===== src/rtl/core/bpeb_pkg.sv =====
// shared types for the bounded priority event buffer
package bpeb_pkg;

  localparam int unsigned PriW  = 16;
  localparam int unsigned TimeW = 64;

  typedef enum logic {
    CMD_ADD   = 1'b0,
    CMD_FLUSH = 1'b1
  } op_e;

  typedef struct packed {
    logic [PriW-1:0]  pri;
    logic [TimeW-1:0] start;
    logic [TimeW-1:0] stop;
  } entry_t;

  // controller to datapath
  typedef struct packed {
    logic accept;
    logic append;
    logic scan_clear;
    logic scan_en;
    logic find_max;
    logic replace;
    logic flush_start;
    logic emit;
  } dp_cmd_t;

  // datapath to controller
  typedef struct packed {
    logic full;
    logic empty;
    logic scan_done;
    logic out_free;
    logic last_pending;
  } dp_sts_t;

endpackage


===== src/rtl/core/bpeb_ctrl.sv =====
// control state machine for the bounded priority event buffer
module bpeb_ctrl (
  input  logic              clk_i,
  input  logic              rst_ni,
  input  logic              in_valid_i,
  input  logic              cmd_i,
  output logic              in_stall_o,
  input  bpeb_pkg::dp_sts_t sts_i,
  output bpeb_pkg::dp_cmd_t cmd_o
);

  typedef enum logic [4:0] {
    S_IDLE      = 5'b00001,
    S_ADD_SCAN  = 5'b00010,
    S_ADD_DEC   = 5'b00100,
    S_FL_SCAN   = 5'b01000,
    S_FL_EMIT   = 5'b10000
  } state_e;

  state_e state_q, state_d;

  always_comb begin
    state_d    = state_q;
    cmd_o      = '0;
    in_stall_o = 1'b1;
    unique case (state_q)
      S_IDLE: begin
        in_stall_o = 1'b0;
        if (in_valid_i) begin
          cmd_o.accept     = 1'b1;
          cmd_o.scan_clear = 1'b1;
          if (cmd_i == bpeb_pkg::CMD_ADD) begin
            if (!sts_i.full) begin
              cmd_o.append = 1'b1;
            end else begin
              state_d = S_ADD_SCAN;
            end
          end else if (!sts_i.empty) begin
            cmd_o.flush_start = 1'b1;
            state_d           = S_FL_SCAN;
          end
        end
      end
      S_ADD_SCAN: begin
        cmd_o.scan_en = 1'b1;
        if (sts_i.scan_done) begin
          state_d = S_ADD_DEC;
        end
      end
      S_ADD_DEC: begin
        cmd_o.replace = 1'b1;
        state_d       = S_IDLE;
      end
      S_FL_SCAN: begin
        cmd_o.scan_en  = 1'b1;
        cmd_o.find_max = 1'b1;
        if (sts_i.scan_done) begin
          state_d = S_FL_EMIT;
        end
      end
      S_FL_EMIT: begin
        if (sts_i.out_free) begin
          cmd_o.emit       = 1'b1;
          cmd_o.scan_clear = 1'b1;
          state_d          = sts_i.last_pending ? S_IDLE : S_FL_SCAN;
        end
      end
      default: begin
        state_d = S_IDLE;
      end
    endcase
  end

  always_ff @(posedge clk_i or negedge rst_ni) begin
    if (!rst_ni) begin
      state_q <= S_IDLE;
    end else begin
      state_q <= state_d;
    end
  end

endmodule


===== src/rtl/core/bpeb_dp.sv =====
// event store, scan comparator and output register
module bpeb_dp #(
  parameter int unsigned CAPACITY = 16
) (
  input  logic                         clk_i,
  input  logic                         rst_ni,
  input  bpeb_pkg::dp_cmd_t            cmd_i,
  output bpeb_pkg::dp_sts_t            sts_o,
  input  logic [bpeb_pkg::PriW-1:0]    event_priority_i,
  input  logic [bpeb_pkg::TimeW-1:0]   start_time_i,
  input  logic [bpeb_pkg::TimeW-1:0]   stop_time_i,
  output logic                         out_valid_o,
  input  logic                         out_stall_i,
  output logic [bpeb_pkg::PriW-1:0]    out_priority_o,
  output logic [bpeb_pkg::TimeW-1:0]   out_start_o,
  output logic [bpeb_pkg::TimeW-1:0]   out_stop_o,
  output logic                         last_o
);

  localparam int unsigned CntW = $clog2(CAPACITY + 1);
  localparam int unsigned IdxW = (CAPACITY > 1) ? $clog2(CAPACITY) : 1;
  localparam logic [IdxW-1:0] TopRank = IdxW'(CAPACITY - 1);
  localparam logic [CntW-1:0] FullCnt = CntW'(CAPACITY);

  bpeb_pkg::entry_t ev_mem [CAPACITY];
  bpeb_pkg::entry_t rd_data_q;
  bpeb_pkg::entry_t new_q;
  bpeb_pkg::entry_t best_q;
  bpeb_pkg::entry_t wr_data;

  logic [IdxW-1:0]     rank_q [CAPACITY];
  logic [CAPACITY-1:0] taken_q;
  logic [CntW-1:0]     count_q;
  logic [CntW-1:0]     scan_q;
  logic [CntW-1:0]     emit_cnt_q;
  logic                rd_vld_q;
  logic [IdxW-1:0]     rd_idx_q;
  logic                found_q;
  logic [IdxW-1:0]     best_idx_q;
  logic [IdxW-1:0]     best_rank_q;
  logic                out_valid_q;
  logic                out_last_q;
  bpeb_pkg::entry_t    out_q;

  logic            issue;
  logic            mem_we;
  logic [IdxW-1:0] wr_addr;
  logic [IdxW-1:0] cand_rank;
  logic            cand_taken;
  logic            better;
  logic            take;
  logic            keep_new;
  logic            last_pending;

  assign issue        = cmd_i.scan_en && (scan_q < count_q);
  assign cand_rank    = rank_q[rd_idx_q];
  assign cand_taken   = cmd_i.find_max && taken_q[rd_idx_q];
  assign keep_new     = !(new_q.pri < best_q.pri);
  assign last_pending = ({1'b0, emit_cnt_q} + 1'b1) == {1'b0, count_q};

  // max for drain (newest wins ties), min for eviction (oldest wins ties)
  always_comb begin
    if (cmd_i.find_max) begin
      better = (rd_data_q.pri > best_q.pri) ||
               ((rd_data_q.pri == best_q.pri) && (cand_rank > best_rank_q));
    end else begin
      better = (rd_data_q.pri < best_q.pri) ||
               ((rd_data_q.pri == best_q.pri) && (cand_rank < best_rank_q));
    end
    take = rd_vld_q && !cand_taken && (!found_q || better);
  end

  always_comb begin
    mem_we  = 1'b0;
    wr_addr = count_q[IdxW-1:0];
    wr_data = '{pri: event_priority_i, start: start_time_i, stop: stop_time_i};
    if (cmd_i.append) begin
      mem_we = 1'b1;
    end else if (cmd_i.replace && keep_new) begin
      mem_we  = 1'b1;
      wr_addr = best_idx_q;
      wr_data = new_q;
    end
  end

  always_ff @(posedge clk_i) begin
    if (mem_we) begin
      ev_mem[wr_addr] <= wr_data;
    end
    if (issue) begin
      rd_data_q <= ev_mem[scan_q[IdxW-1:0]];
      rd_idx_q  <= scan_q[IdxW-1:0];
    end
    if (cmd_i.accept) begin
      new_q <= '{pri: event_priority_i, start: start_time_i, stop: stop_time_i};
    end
    if (take) begin
      best_q      <= rd_data_q;
      best_idx_q  <= rd_idx_q;
      best_rank_q <= cand_rank;
    end
    if (cmd_i.emit) begin
      out_q      <= best_q;
      out_last_q <= last_pending;
    end
  end

  // age ranks: new slot is newest, evicted slot's successors move down
  always_ff @(posedge clk_i) begin
    for (int i = 0; i < CAPACITY; i++) begin
      if (cmd_i.append && (count_q[IdxW-1:0] == IdxW'(i))) begin
        rank_q[i] <= count_q[IdxW-1:0];
      end else if (cmd_i.replace && keep_new) begin
        if (best_idx_q == IdxW'(i)) begin
          rank_q[i] <= TopRank;
        end else if (rank_q[i] > best_rank_q) begin
          rank_q[i] <= rank_q[i] - 1'b1;
        end
      end
    end
  end

  always_ff @(posedge clk_i or negedge rst_ni) begin
    if (!rst_ni) begin
      count_q     <= '0;
      scan_q      <= '0;
      emit_cnt_q  <= '0;
      rd_vld_q    <= 1'b0;
      found_q     <= 1'b0;
      taken_q     <= '0;
      out_valid_q <= 1'b0;
    end else begin
      if (cmd_i.scan_clear) begin
        scan_q   <= '0;
        rd_vld_q <= 1'b0;
        found_q  <= 1'b0;
      end else begin
        rd_vld_q <= issue;
        if (issue) begin
          scan_q <= scan_q + 1'b1;
        end
        if (take) begin
          found_q <= 1'b1;
        end
      end
      if (cmd_i.append) begin
        count_q <= count_q + 1'b1;
      end
      if (cmd_i.flush_start) begin
        taken_q    <= '0;
        emit_cnt_q <= '0;
      end
      if (cmd_i.emit) begin
        out_valid_q          <= 1'b1;
        taken_q[best_idx_q]  <= 1'b1;
        emit_cnt_q           <= emit_cnt_q + 1'b1;
        if (last_pending) begin
          count_q <= '0;
        end
      end else if (out_valid_q && !out_stall_i) begin
        out_valid_q <= 1'b0;
      end
    end
  end

  assign sts_o.full         = (count_q == FullCnt);
  assign sts_o.empty        = (count_q == '0);
  assign sts_o.scan_done    = (scan_q == count_q) && !rd_vld_q;
  assign sts_o.out_free     = !out_valid_q || !out_stall_i;
  assign sts_o.last_pending = last_pending;

  assign out_valid_o    = out_valid_q;
  assign out_priority_o = out_q.pri;
  assign out_start_o    = out_q.start;
  assign out_stop_o     = out_q.stop;
  assign last_o         = out_last_q;

endmodule


===== src/rtl/core/bounded_priority_event_buffer_unit.sv =====
// top level of the bounded priority event buffer
// Holds up to CAPACITY events (priority plus start and stop words).
// Input channel: in_valid_i / in_stall_o with cmd_i, event_priority_i,
// start_time_i and stop_time_i. cmd_i low adds an event, high drains.
// Output channel: out_valid_o / out_stall_i with out_priority_o,
// out_start_o, out_stop_o and last_o; a beat moves when valid is high and
// stall is low. One item is worked on at a time; in_stall_o is low only
// while the block is idle.
// An add to a store that is not full writes the next free slot. An add
// to a full store scans all CAPACITY slots through the single read port
// of the event memory; the lowest priority (oldest on ties) goes.
// A drain of n events repeats an n-slot scan for each result; results
// come out in decreasing priority, newest first on ties, last_o on the
// final beat. A drain of an empty store gives no beats.
// A stalled receiver holds the output register; the scan for the next
// beat goes on and waits for the register to free up.
// Reset empties the store and drops any beat not yet taken.
module bounded_priority_event_buffer_unit #(
  parameter int unsigned CAPACITY = 16
) (
  input  logic                       clk_i,
  input  logic                       rst_ni,
  input  logic                       in_valid_i,
  output logic                       in_stall_o,
  input  logic                       cmd_i,
  input  logic [bpeb_pkg::PriW-1:0]  event_priority_i,
  input  logic [bpeb_pkg::TimeW-1:0] start_time_i,
  input  logic [bpeb_pkg::TimeW-1:0] stop_time_i,
  output logic                       out_valid_o,
  input  logic                       out_stall_i,
  output logic [bpeb_pkg::PriW-1:0]  out_priority_o,
  output logic [bpeb_pkg::TimeW-1:0] out_start_o,
  output logic [bpeb_pkg::TimeW-1:0] out_stop_o,
  output logic                       last_o
);

  bpeb_pkg::dp_cmd_t dp_cmd;
  bpeb_pkg::dp_sts_t dp_sts;

  bpeb_ctrl u_ctrl (
    .clk_i      (clk_i),
    .rst_ni     (rst_ni),
    .in_valid_i (in_valid_i),
    .cmd_i      (cmd_i),
    .in_stall_o (in_stall_o),
    .sts_i      (dp_sts),
    .cmd_o      (dp_cmd)
  );

  bpeb_dp #(
    .CAPACITY (CAPACITY)
  ) u_dp (
    .clk_i            (clk_i),
    .rst_ni           (rst_ni),
    .cmd_i            (dp_cmd),
    .sts_o            (dp_sts),
    .event_priority_i (event_priority_i),
    .start_time_i     (start_time_i),
    .stop_time_i      (stop_time_i),
    .out_valid_o      (out_valid_o),
    .out_stall_i      (out_stall_i),
    .out_priority_o   (out_priority_o),
    .out_start_o      (out_start_o),
    .out_stop_o       (out_stop_o),
    .last_o           (last_o)
  );

endmodule

===== config.mk =====
export PLATFORM = sky130hd
export DESIGN_NAME = bounded_priority_event_buffer_unit
export DESIGN_NICKNAME = d
export VERILOG_FILES = /design/src/rtl/core/bpeb_pkg.sv /design/src/rtl/core/bpeb_ctrl.sv /design/src/rtl/core/bpeb_dp.sv /design/src/rtl/core/bounded_priority_event_buffer_unit.sv
export SDC_FILE = /design/constraint.sdc
export NUM_CORES = 2
export LEC_CHECK = 0
export BUFFER_PORTS_ARGS = -buffer_cell sky130_fd_sc_hd__buf_2
export CORE_ASPECT_RATIO = 1.1
export CORE_UTILIZATION = 50
export CTS_BUF_LIST = sky130_fd_sc_hd__clkbuf_4
export CTS_CLUSTER_DIAMETER = 60
export CTS_CLUSTER_SIZE = 20
export DETAILED_ROUTE_END_ITERATION = 10
export PLACE_DENSITY_LB_ADDON = 0.2
export SYNTH_ARGS = -nofsm -noshare
export SYNTH_HDL_FRONTEND = slang
export SYNTH_SLANG_ARGS = --single-unit

===== constraint.sdc =====
create_clock -name clk_i -period 47.4 [get_ports clk_i]
set_clock_uncertainty 0.15 [all_clocks]
set_input_delay 2.37 -clock clk_i [delete_from_list [all_inputs] [get_ports clk_i]]
set_output_delay 2.37 -clock clk_i [all_outputs]
set_load 0.03 [all_outputs]

# Word level (Yosys, flattened, before mapping)
# Memory sizes are Yosys's and may differ from the RTL's. A register that Yosys moved wholly into a read port is not among the register bits.
# Index checks and enable logic that the tools add are counted.
# Widths: inputs -> output; s select.
# op_classes
n_addsub	20
n_lt_le_gt_ge	25
n_eq_ne	45
n_mux	260
bitwise	33
reduce_logical	45
# ops
cell	n
$mux 144	2
$mux 1	200
$mux 4	36
$mux 5	14
$gt 4x4->1	17
$eq 4x4->1 const B	16
$sub 4x1->4 const B	16
$eq 4x3->1 const B	8
$lt 16x16->1	2
$mux 16	2
$or 1x1->1	32
$logic_and 1x1->1	26
$pmux 5 s4	1
$eq 16x16->1	1
$eq 4x2->1 const B	4
$gt 16x16->1	1
$or 16x16->16	1
$add 5x1->5 const B	3
$eq 5x5->1 const B	2
$lt 4x5->1 const B	2
$eq 4x1->1 const B	2
$logic_not 4->1	2
$ne 2x2->1 const B	4
$reduce_bool 2->1	4
other kinds (22)	30
# totals
ff_bits	484
ram_bits	2368
in_bits	149
output_inout_bits	147
wordCells	451
mem_count	2
# memory_table
memory	words	width	rd	rd_clocked_by_memory_dff	write_ports	line_no	rtl
u_dp.ev_mem	16	144	1	1	1	bpeb_dp.sv:25	bpeb_pkg::entry_t ev_mem [CAPACITY];
u_dp.rank_q	16	4	17	1	16	bpeb_dp.sv:31	logic [IdxW-1:0] rank_q [CAPACITY];

# Longest topological paths before layout
# logic_depth
ltp_word	10
mapped_depth	11
ltp_nobuf	10

# By module
# Synthesis repeated with hierarchy kept, for this count alone.
# hier_totals
cells_unflattened	4898
area_unflattened_um2	114730.0
# modules_own_cells
module	instances	cells_each	area_each_um2	seq_area_each_um2
bpeb_dp	1	4850	114337.2	89726.1
bpeb_ctrl	1	48	392.9	126.4

# Worst setup path after synthesis
# No wires, ideal clock.
# synth_timing
path_type	register to register
from	register (tool-made name)
to	register u_dp.best_idx_q[0], enable pin
setup_time_ns	0.888
t_arrival_ns	13.814
required_ns	46.362
slack_ns	32.548
stages_incl_launch_ff	11
n_path_buf	2
synth_period_minus_slack_ns	14.852
cell_sequence	dfxtp_1 -> buf_2 -> buf_2 -> mux4_2 -> mux4_2 -> ha_1 -> a21oi_1 -> o21ai_0 -> nand2b_1 -> and3_1 -> a211oi_1
# synth_lines
element	line_no	rtl
end signal, assigned	bpeb_dp.sv:99	best_idx_q <= rd_idx_q;
end, declared	bpeb_dp.sv:39	logic [IdxW-1:0] best_idx_q;

# Final worst setup path
# layout_timing
from	input in_valid_i
to	memory u_dp.ev_mem[1][17] in the netlist's numbering, enable pin
# layout_between
elab_chain_cells	5
elab_cells_between_ends	6
classes_between	mux (6)
# layout_lines
element	line_no	rtl
start, declared	bounded_priority_event_buffer_unit.sv:23	input logic in_valid_i,
$mux 3 *	bpeb_ctrl.sv:29	if (in_valid_i) begin
$mux 2 *	bpeb_ctrl.sv:26	unique case (state_q)
$mux 1	bpeb_dp.sv:77	if (cmd_i.append) begin
$mux 1	bpeb_dp.sv:87	if (mem_we) begin
$mux 1 (implied by the code)	bpeb_dp.sv:88	ev_mem[wr_addr] <= wr_data;
end, declared	bpeb_dp.sv:25	
# Mark *: on every way between the ends. The rest lies on a longest branch, timed or not.

==> flow_summary.ini <==
[outcome]
status = finished clean

[synthesis]
synth_nets = 5398
synth-main-ff-cell = edfxtp_1
yosys.area.top_type = edfxtp_1
ys_top_cells_by_count = edfxtp_1 (2,957), mux4_2 (743), nand2_1 (510)
async_flop_share = 0.01300
yosysMostFrequentCell = edfxtp_1
yosysWarnings = 0
ys_seq_elements = 3000
ys_top_cells_by_area = edfxtp_1 (78%), mux4_2 (15%), nand2_1 (1.7%)
yosys.area.top_type_share = 0.7757
syn-cell-area_sq_um = 114500
seq_area_frac_synth = 0.7849
synth_edf_count = 2957
synth_cell_types = 62
synth_area_per_cell_sq_um = 22.35
syn_inst = 5123

[detailed_routing]
wirelength_mm = 255.4
route.detailed.drc = 0
drtPass1Iterations = 5
vias = 51550
dr.first_iter.drc_count = 5149
via_per_inst = 6.023
routedWlPerCell_um = 29.83
antenna_left = 0

[floorplanning]
start_util = 0.5050
dieArea_sq_um = 230900
die_h_um = 503.8
num_rows = 183
pin_count = 296
core_region_area_sq_um = 226700
die_w_um = 458.2

[flow_run]
cap_violations = 0

[clock_tree]
ctsHoldBuffers = 0
cts_resized = 0
tritoncts = yes
cts-buffers-inserted = 189
cts_buffer_depth = 3
postCtsSetupBuffers = 0
clk_latency_ns = 1.39
cts_sinks = 3000
htreeDepth = 4
ctsRootBufferMaster = clkbuf_4
path_clk_slew_ns = 0.19

[setup_path]
cp.required_ns = 48.23
path_class = in -> reg
end_kind = flop
crit_arrival_ns = 6.37
critPathLaunchType = input pin
cp_max_fo = 37

[sta]
rsz0062_at_grt = false
hold_violations = 0
slew_headroom = 0.2139
fin_setup_tns_ns = 0
drv_slew = 0
finalCriticalPeriod_ns = 5.538
fin_crit_sh = 0.1168
fmax_ghz = 0.1806
worst-slew-pin-transition_ns = 1.179
setup_viol = 0

[global_routing]
track_usage = 0.2234
grt_overflow_total = 0
grt_pass1_vias = 53450
antenna_found_initial = 27
grt_pass1_wl_mm = 373.0
grt_max_degree = 142

[placement]
portBuffers = 295
placedCellCount = 8256
gp_congestion = 0.7774
dp.final_hpwl_mm = 138.8

[finish]
instances_no_fill = 8559
fillers = 17200
synthToLayoutAreaGrowth_pct = 6.771
drive_gt1_frac = 0.2623
fin_nets = 5762

[power]
power_leakage_nw = 38.08
vdd_drop_max_v = 0.00003869
power.density_nw_per_um2 = 44.77

[hold_path]
hold_path.class = reg -> reg
sequential cells by signal, indices dropped and copies added, names as in the netlist, 16 cells and up, named ones only:
name                 flops
u_dp.ev_mem           2304
u_dp.out_priority_o     16
u_dp.rd_data_q         144
u_dp.out_start_o        64
u_dp.rank_q             64
u_dp.taken_q            16
u_dp.out_stop_o         64
u_dp.new_q             144
u_dp.best_q            144
where the power goes:
part | leakage [nW] | internal, W | total [W] | switching, W
registers | 27.2 | 0.00321 | 0.00332 | 0.000105
logic | 9.48 | 0.000475 | 0.00109 | 0.000618
clock network | 1.36 | 0.000276 | 0.00106 | 0.000784
total | 38.1 | 0.00396 | 0.00547 | 0.00151
layout by cell type (no fill, tap or decap), drive strengths merged, types with 3 or more instances in the layout:
cell      instances
o32a              4
nor3b            17
a21oi            68
inv             105
buf             393
xor2              9
mux2i             4
diode            13
a2111oi           3
nand2           511
a2bb2oi          60
nand4            15
clkinvlp          5
mux2              5
dfrtp            38
o22ai            17
mux4            743
or3               5
ha              126
clkbuf          210
o211ai            3
bufinv            9
a21o             18
clkinv           43
nor4              6
dfxtp             4
xnor2            37
nor2b             7
o21ai            61
nand3            21
nor2             24
nor3             16
edfxtp         2957
nand2b            8
and3              8
cells by family after synthesis:
logic type | Yosys count | synth area share
flops | 3000 | 0.7849
mux | 752 | 0.1470
simple gates | 643 | 0.02393
buf+inv | 302 | 0.01172
compound gates | 253 | 0.01496
fa+ha+maj | 126 | 0.01377
xor+xnor | 47 | 0.003716
critical path, cell delays in order:
cell     delay [ns]
buf_2          0.11
inv_1          0.12
nor4_4         0.77
nand3_1        0.53
o22ai_4        0.21
buf_4          0.63
buf_4          0.83
buf_4          0.71
cell type report:
| type | instances | area, sq um | area share |
|---|---|---|---|
| diodes | 13 | 32.53 | 0.0002662 |
| clock buffers | 210 | 1577 | 0.01290 |
| clock inverters | 80 | 800.8 | 0.006551 |
| inverters | 82 | 315.3 | 0.002580 |
| multi-input cells | 1821 | 23560 | 0.1927 |
| flip-flops and latches | 3000 | 89870 | 0.7352 |
| well taps | 2960 | 3704 | 0.03030 |
| repair buffers | 393 | 2375 | 0.01943 |
through the flow:
stage / setup WS (ns) / utilization / area, sq um / hold slack (ns) / total power [W]
detailed placement: 40.51 / 0.5286 / 119800 / 0.2545 / 0.004495
global route: 41.74 / 0.5391 / 122200 / 0.2769 / 0.005699
floorplan: 32.55 / - / 114500 / 0.2503 / 0.004166
CTS: 41.75 / 0.5391 / 122200 / 0.2521 / 0.005536
global placement: 40.61 / 0.5286 / 119800 / 0.2530 / 0.004478
finish: 41.86 / 0.5392 / 122200 / 0.2672 / 0.005472
per-layer routing:
layer  vias up  global-route usage  part of all wire
li1      21890                   -                 -
met1     27790              0.3211              0.43
met2      1557              0.3621              0.49
met3       299             0.03600             0.059
met4        10             0.05248             0.021
met5         -                   0           0.00025
path summary, 6_finish.rpt:
kind / slack [ns] / endpoint / cells after the start / start
setup / recovery: 41.86 / u_dp.ev_mem[1][17] / 8 / in_valid_i
hold / removal: 0.27 / u_dp.best_q[41] / 0 / u_dp.rd_data_q[41]
setup reg to reg: 42.04 / u_dp.ev_mem[8][57] / 9 / u_dp.new_q[143]
hold reg to reg: 0.27 / u_dp.best_q[41] / 0 / u_dp.rd_data_q[41]
max in group asynchronous: 45.42 / u_dp.scan_q[2] / 1 / rst_ni
min in group asynchronous: 0.97 / u_dp.found_q / 1 / rst_ni
Power figures use the tool's default switching activity.
